### config.mk
export PLATFORM = sky130hd
export DESIGN_NAME = base64_stream_encoder
export DESIGN_NICKNAME = d
export VERILOG_FILES = /design/src/b64e_pkg.sv /design/src/b64e_front.sv /design/src/b64e_queue.sv /design/src/b64e_back.sv /design/src/base64_stream_encoder.sv
export SDC_FILE = /design/constraint.sdc
export NUM_CORES = 1
export LEC_CHECK = 0
export ABC_AREA = 0
export CAP_MARGIN = 30
export CORE_MARGIN = 10
export CORE_UTILIZATION = 43
export CTS_BUF_LIST = sky130_fd_sc_hd__clkbuf_16
export DETAILED_ROUTE_END_ITERATION = 8
export DONT_BUFFER_PORTS = 1
export GPL_ROUTABILITY_DRIVEN = 0
export MAX_ROUTING_LAYER = met4
export PLACE_DENSITY = 0.64
export SLEW_MARGIN = 40
export SYNTH_ARGS = -nofsm -noshare
export SYNTH_HDL_FRONTEND = slang
export SYNTH_HIERARCHICAL = 1
export SYNTH_SLANG_ARGS = --single-unit
### constraint.sdc
create_clock -name clock -period 4.1 [get_ports clock]
set_input_delay 0.82 -clock clock [delete_from_list [all_inputs] [get_ports clock]]
set_output_delay 0.82 -clock clock [all_outputs]
set_load 0.02 [all_outputs]
### src/b64e_pkg.sv
// b64e_pkg: shared types, constants and the alphabet lookup for the base64 encoder.
// No dependencies; used by every module of the encoder.
`timescale 1ns / 1ps

package b64e_pkg;

   // Input beat: one message byte and its end-of-message flag
   typedef struct packed {
      logic [7:0] data_byte;
      logic       final_byte;
   } b64e_req_type;

   // Output beat: one ASCII character and its end-of-message flag
   typedef struct packed {
      logic [6:0] out_char;
      logic       out_last;
   } b64e_rsp_type;

   // Position of the next byte within its 3-byte group
   typedef enum logic [1:0] {
      PHASE_0 = 2'd0,
      PHASE_1 = 2'd1,
      PHASE_2 = 2'd2
   } b64e_phase_type;

   localparam int unsigned MaxChars  = 4;
   localparam int unsigned QueueDepth = 2;
   localparam logic [6:0]  PadChar   = 7'h3D;

   // Characters produced by one input byte
   typedef struct packed {
      logic [MaxChars-1:0][6:0] chars;
      logic [2:0]               n_chars;  // 1 to 4
      logic                     fin;      // last character ends the message
   } b64e_entry_type;

   // Queue head as seen by the back end
   typedef struct packed {
      logic           valid;
      b64e_entry_type entry;
   } b64e_head_type;

   // Map a 6-bit sextet to its ASCII symbol
   function automatic logic [6:0] b64_sym(input logic [5:0] idx);
      logic [6:0] ch;
      if (idx < 6'd26) begin
         ch = 7'h41 + {1'b0, idx};
      end else if (idx < 6'd52) begin
         ch = 7'h61 + {1'b0, idx - 6'd26};
      end else if (idx < 6'd62) begin
         ch = 7'h30 + {1'b0, idx - 6'd52};
      end else if (idx == 6'd62) begin
         ch = 7'h2B;
      end else begin
         ch = 7'h2F;
      end
      return ch;
   endfunction

endpackage

### src/b64e_front.sv
// b64e_front: accepts message bytes, tracks the group phase and leftover bits,
// and builds the character entry for each byte. Depends on b64e_pkg.
`timescale 1ns / 1ps

module b64e_front import b64e_pkg::*; (
   input  logic           clock,
   input  logic           reset,
   input  logic           req_valid,
   output logic           req_ready,
   input  b64e_req_type   req_data,
   input  logic           q_full,
   output logic           push,
   output b64e_entry_type push_entry
);

   b64e_phase_type phase_ff, phase_in;
   logic [3:0]     carry_ff, carry_in;
   logic [7:0]     d;
   logic           fin;

   assign d         = req_data.data_byte;
   assign fin       = req_data.final_byte;
   assign req_ready = !q_full;
   assign push      = req_valid && !q_full;

   // Next phase and leftover bits
   always_comb begin
      phase_in = phase_ff;
      carry_in = carry_ff;
      if (push) begin
         case (phase_ff)
            PHASE_1: begin
               phase_in = PHASE_2;
               carry_in = d[3:0];
            end
            PHASE_2: begin
               phase_in = PHASE_0;
               carry_in = 4'd0;
            end
            default: begin
               phase_in = PHASE_1;
               carry_in = {2'b00, d[1:0]};
            end
         endcase
         if (fin) begin
            phase_in = PHASE_0;
            carry_in = 4'd0;
         end
      end
   end

   // Characters produced by the current byte
   always_comb begin
      push_entry.chars   = {MaxChars{PadChar}};
      push_entry.n_chars = 3'd1;
      push_entry.fin     = fin;
      case (phase_ff)
         PHASE_1: begin
            push_entry.chars[0] = b64_sym({carry_ff[1:0], d[7:4]});
            if (fin) begin
               push_entry.chars[1] = b64_sym({d[3:0], 2'b00});
               push_entry.n_chars  = 3'd3;
            end
         end
         PHASE_2: begin
            push_entry.chars[0] = b64_sym({carry_ff[3:0], d[7:6]});
            push_entry.chars[1] = b64_sym(d[5:0]);
            push_entry.n_chars  = 3'd2;
         end
         default: begin
            push_entry.chars[0] = b64_sym(d[7:2]);
            if (fin) begin
               push_entry.chars[1] = b64_sym({d[1:0], 4'b0000});
               push_entry.n_chars  = 3'd4;
            end
         end
      endcase
   end

   always_ff @(posedge clock) begin
      if (reset) begin
         phase_ff <= PHASE_0;
         carry_ff <= 4'd0;
      end else begin
         phase_ff <= phase_in;
         carry_ff <= carry_in;
      end
   end

endmodule

### src/b64e_queue.sv
// b64e_queue: two-entry queue of character entries between front and back end.
// Depends on b64e_pkg.
`timescale 1ns / 1ps

module b64e_queue import b64e_pkg::*; (
   input  logic           clock,
   input  logic           reset,
   input  logic           push,
   input  b64e_entry_type push_entry,
   input  logic           pop,
   output logic           q_full,
   output b64e_head_type  head
);

   b64e_entry_type entries_ff [QueueDepth];
   logic           wr_ptr_ff, wr_ptr_in;
   logic           rd_ptr_ff, rd_ptr_in;
   logic [1:0]     count_ff, count_in;

   assign q_full     = (count_ff == 2'(QueueDepth));
   assign head.valid = (count_ff != 2'd0);
   assign head.entry = entries_ff[rd_ptr_ff];

   // Advance pointers and occupancy
   always_comb begin
      wr_ptr_in = push ? !wr_ptr_ff : wr_ptr_ff;
      rd_ptr_in = pop  ? !rd_ptr_ff : rd_ptr_ff;
      count_in  = count_ff;
      if (push && !pop) begin
         count_in = count_ff + 2'd1;
      end else if (pop && !push) begin
         count_in = count_ff - 2'd1;
      end
   end

   always_ff @(posedge clock) begin
      if (reset) begin
         wr_ptr_ff <= 1'b0;
         rd_ptr_ff <= 1'b0;
         count_ff  <= 2'd0;
      end else begin
         wr_ptr_ff <= wr_ptr_in;
         rd_ptr_ff <= rd_ptr_in;
         count_ff  <= count_in;
      end
   end

   // Store the pushed entry
   always_ff @(posedge clock) begin
      if (push) begin
         entries_ff[wr_ptr_ff] <= push_entry;
      end
   end

endmodule

### src/b64e_back.sv
// b64e_back: walks the queue head into the output register, one character per cycle unless rsp_ready stalls it.
// Depends on b64e_pkg.
`timescale 1ns / 1ps

module b64e_back import b64e_pkg::*; (
   input  logic          clock,
   input  logic          reset,
   input  b64e_head_type head,
   output logic          pop,
   output logic          rsp_valid,
   input  logic          rsp_ready,
   output b64e_rsp_type  rsp_data
);

   logic [1:0]   idx_ff, idx_in;
   logic         rsp_valid_ff, rsp_valid_in;
   b64e_rsp_type rsp_data_ff;
   logic         load;
   logic         at_end;

   // Load a new beat when the output register is empty or being taken
   assign load   = head.valid && (!rsp_valid_ff || rsp_ready);
   assign at_end = ({1'b0, idx_ff} + 3'd1) == head.entry.n_chars;
   assign pop    = load && at_end;

   always_comb begin
      idx_in = idx_ff;
      if (load) begin
         idx_in = at_end ? 2'd0 : idx_ff + 2'd1;
      end
      rsp_valid_in = rsp_valid_ff;
      if (load) begin
         rsp_valid_in = 1'b1;
      end else if (rsp_ready) begin
         rsp_valid_in = 1'b0;
      end
   end

   always_ff @(posedge clock) begin
      if (reset) begin
         idx_ff       <= 2'd0;
         rsp_valid_ff <= 1'b0;
      end else begin
         idx_ff       <= idx_in;
         rsp_valid_ff <= rsp_valid_in;
      end
   end

   // Hold the character on the output until taken
   always_ff @(posedge clock) begin
      if (load) begin
         rsp_data_ff.out_char <= head.entry.chars[idx_ff];
         rsp_data_ff.out_last <= head.entry.fin && at_end;
      end
   end

   assign rsp_valid = rsp_valid_ff;
   assign rsp_data  = rsp_data_ff;

endmodule

### src/base64_stream_encoder.sv
// base64_stream_encoder: top level of the streaming base64 encoder.
// Depends on b64e_pkg, b64e_front, b64e_queue and b64e_back.
`timescale 1ns / 1ps

// Encodes a byte stream into standard base64 characters (A-Z a-z 0-9 + /, '=' pad),
// one byte per req beat with final_byte marking the end of a message, one character
// per rsp beat with out_last on the message's final character. A byte yields one or
// two characters, and a final byte yields two to four including padding. The output
// port moves one character per cycle while rsp_ready holds; as three bytes make four
// characters, the input is held back on a long message. A byte is accepted whenever
// the two-entry queue between the byte front end and the character back end has
// room; the back end's one-character output register sets the throughput. A byte is
// written into the queue and its first character then loaded into the output register.

module base64_stream_encoder import b64e_pkg::*; (
   input  logic         clock,
   input  logic         reset,
   input  logic         req_valid,
   output logic         req_ready,
   input  b64e_req_type req_data,
   output logic         rsp_valid,
   input  logic         rsp_ready,
   output b64e_rsp_type rsp_data
);

   logic           q_full;
   logic           push;
   logic           pop;
   b64e_entry_type push_entry;
   b64e_head_type  head;

   b64e_front u_front (
      .clock      (clock),
      .reset      (reset),
      .req_valid  (req_valid),
      .req_ready  (req_ready),
      .req_data   (req_data),
      .q_full     (q_full),
      .push       (push),
      .push_entry (push_entry)
   );

   b64e_queue u_queue (
      .clock      (clock),
      .reset      (reset),
      .push       (push),
      .push_entry (push_entry),
      .pop        (pop),
      .q_full     (q_full),
      .head       (head)
   );

   b64e_back u_back (
      .clock     (clock),
      .reset     (reset),
      .head      (head),
      .pop       (pop),
      .rsp_valid (rsp_valid),
      .rsp_ready (rsp_ready),
      .rsp_data  (rsp_data)
   );

   // Never push into a full queue
   assert property (@(posedge clock) disable iff (reset) push |-> !q_full)
      else $error("push into full queue");

   // Every queued entry carries one to four characters
   assert property (@(posedge clock) disable iff (reset)
      head.valid |-> (head.entry.n_chars != 3'd0 && head.entry.n_chars <= 3'd4))
      else $error("bad character count in queue entry");

   // No beat appears without a queued entry behind it
   assert property (@(posedge clock) disable iff (reset)
      (!head.valid && !rsp_valid) |=> !rsp_valid)
      else $error("output beat without queued entry");

   // Output register is empty after reset
   assert property (@(posedge clock) reset |=> !rsp_valid)
      else $error("output valid after reset");

endmodule

==> results.md <==
* Status: finished, final reports clean
* Post-CTS setup buffer count at 0
* Residual DRC at 0
* Largest cells by area after synthesis: edfxtp_1 36%, ha_1 9.6%, mux2_2 5.6%
* Post-synthesis mux area share at 0.0986
* CTS root buf: clkbuf_16
* Die H at ~140 µm
* Asr flop ratio synth at 0
* Adder-cell area share of the yosys netlist at 0.0955
* CP Max Fanout at 13
* CP Buf/Inv Count at 1
* Fmax at roughly 350 MHz
* CP peak stage delay at around 0.69 ns
* Maximum buffer depth of the clock tree at 2
* Via density at 5.63
* Largest family of logic cells by synthesized area: compound AO/OA/AOI/OAI gates
* Critical path's top delay family: compound AO/OA/AOI/OAI gates
* Number of diodes at 0
* Total Die Area at 19,100 µm²
* Synth top area share at 0.359
* CTS tree: yes
* Setup crit end kind: register
* Synth top cells by count: 72 x edfxtp_1, 46 x ha_1, 42 x nand2_1
* Crit Path Class: reg2reg
* Hold_buf cts at 0
* Netlist Area Pre-Place at around 6000 µm²
* Ys Warns at 6
* Worst-Margin Slew at a little under 0.8 ns
* Hold Vio Cnt, Final at 0
* Vias in the first global route at around 4,000
* Initial core utilization at 0.436
* Share of cells above drive strength 1 at 0.122
* Maximum vdd drop at between 0.0002 and 0.00025 V
* PortBufs at 0
* DRT antenna net count at 0
* Gr ovfl total at 0
* Max-cap viol count at 0
* Core area at around 14,000 µm²
* Final min period at 2.87 ns
* Startpoint types: register
* # rows at 43
* HPWL after DPL at between 9 and 10 mm
* Simple-Gate Fraction of Synth Area at 0.118
* Antenna violations before repair at 0
* Die width at around 140 µm
* Post-synthesis compound-gate area fraction at 0.135
* PD cells at about 470 nW/µm²
* I/O pin total at 23
* Max Slew Vio Count at 0
* Synth Area per Inst at about 11 µm²
* Post-Synth XOR/XNOR Area at 0.0822
* Post-Syn Instances at around 550
* Post-cts resize count at 0
* Final hold slack at between 0.4 and 0.5 ns
* Vias at 4,048
* Pleak at ~2.3 nW
* Unique masters post-synth at between 60 and 70
* Max-slew headroom at 0.472
* Htree depth at 3
* First-pass GRT wire length at 20.7 mm
* Wire per inst at between 15 and 20 µm
* Layout net count at roughly 590
* Sequential fraction of the synthesis area at 0.405
* Wirelength, routed at 12.8 mm
* Area Growth Syn to Fin at 4.46%
* CP most frequent cell: a21oi_1
* CTS buffer count at 9
* WP data arrival at slightly below 3 ns
* Clk sink count at 86
* Post-synth top flop: edfxtp_1
* Largest area contributor in the netlist: edfxtp_1
* Final period utilization at 0.701
* Worst endpoint required time at between 4 and 5 ns
* EDFF count, synth at 72
* Largest net degree at the start of global routing at 33
* Setup TNS at 0 ns
* Final setup viols at 0
* HP Class: reg2reg
* Synthesized flop and latch total at 86
* Skew-Pair Late Insertion Delay at 0.33 ns
* Final Skew at 0.00825 ns
* DR pass1 iterations at 5
* Crit path cell chain: inv_1 -> ha_1 -> and3b_1 -> nor2_1 -> a211oi_1 -> a21oi_1 -> a221oi_1 -> a21oi_1
* Most frequent cell after synthesis: edfxtp_1
* RSZ-0062 raised after global routing: no
* Clk slew on worst S/H paths at 0.06 ns
* Initial DRC count at 404
* All-Layer GR Usage at 0.133
* CP max-delay cell: dfxtp_1
cell usage in the layout, fill, tap and decap left out, types with 3 or more instances in the layout:
cell,netlist,routed
xnor2_2,4,4
a221oi_1,5,5
ha_1,46,46
dfxtp_1,14,14
o31ai_1,3,3
a21o_1,5,5
xor2_1,20,20
nand4_1,3,3
nor2b_1,11,10
edfxtp_1,72,72
conb_1,2,14
clkbuf_16,0,11
mux4_1,7,7
and2_1,4,4
xnor2_1,26,26
nand2b_1,9,9
a211oi_1,8,8
buf_4,21,3
mux2_2,30,30
o211ai_1,8,8
o21ai_0,19,19
a21oi_1,38,38
nand2_1,42,42
nor3_1,4,4
nor2_1,32,32
nand3b_1,4,4
o22ai_1,3,3
mux2i_1,5,5
inv_1,18,19
nor3b_1,3,3
a31oi_1,6,6
nand3_1,16,16
logic make-up (layout without fill, tap and decap cells):
| family | count (synthesis) | count (layout) |
|---|---|---|
| AOI/OAI and AO/OA | 120 | 120 |
| xor gates and xnor gates | 51 | 51 |
| adders and majority gates | 46 | 46 |
| buffers and inverters | 63 | 37 |
| DFF | 86 | 86 |
| muxes | 44 | 44 |
| other | 2 | 14 |
| and+or+nand+nor | 141 | 141 |
layer usage:
| layer | share of wire | GRT usage |
|---|---|---|
| met1 | 0.45 | 0.164 |
| met2 | 0.48 | 0.210 |
| met3 | 0.055 | 0.0332 |
| met4 | 0.012 | 0.0411 |
| met5 | 0 | - |
worst min-delay path, cell delays in order (launching register included):
cell and delay, ns:
dfxtp_1 0.32, o21ai_0 0.07, a21oi_1 0.06
per-stage QoR:
| step | power, mW | cells | setup slack [ns] | util | cell area, µm² |
|---|---|---|---|---|---|
| after global routing | 3.13 | 719 | 1.08 | 0.455 | 6290 |
| final | 2.95 | 719 | 1.23 | 0.455 | 6290 |
| after floorplan | 2.04 | 565 | 1.02 | - | 6070 |
| after detailed placement | 2.20 | 703 | 1.16 | 0.434 | 6000 |
| after CTS | 2.99 | 719 | 1.29 | 0.455 | 6290 |
| after global placement | 2.18 | 703 | 1.16 | 0.434 | 6000 |
where the power goes:
group          switching, mW  internal, mW
clock                  0.300         0.475
combinational          0.451         0.366
sequential             0.145          1.21
total                  0.895          2.06
layout make-up:
type,count,area (µm²)
sequential,86,2440
tap,180,225
timing repair buffer,3,22.5
multi-input combinational,416,3240
fill,1286,7530
clock inverter,5,20.0
clock buffer,11,275
inverter,18,67.6
worst paths after layout:
check             cells past startpoint                        to  slack [ns]           startpoint
setup / recovery                      8  u_queue/entries_ff[0][6]        1.23  u_front/carry_ff[1]
hold / removal                        2       u_queue/count_ff[1]        0.49  u_queue/count_ff[1]
setup reg to reg                      8  u_queue/entries_ff[0][6]        1.23  u_front/carry_ff[1]
hold reg to reg                       2       u_queue/count_ff[1]        0.49  u_queue/count_ff[1]
state kept, by name (all words and copies together), names as in the netlist, named ones only:
signal              flops
u_queue/count_ff        2
u_back/rsp_data         8
u_front/carry_ff        4
u_queue/entries_ff     64
u_back/rsp_valid        1
u_front/phase_ff        2
u_queue/wr_ptr_ff       1
u_back/idx_ff           2
u_queue/rd_ptr_ff       1
Power figures use the tool's default switching activity.
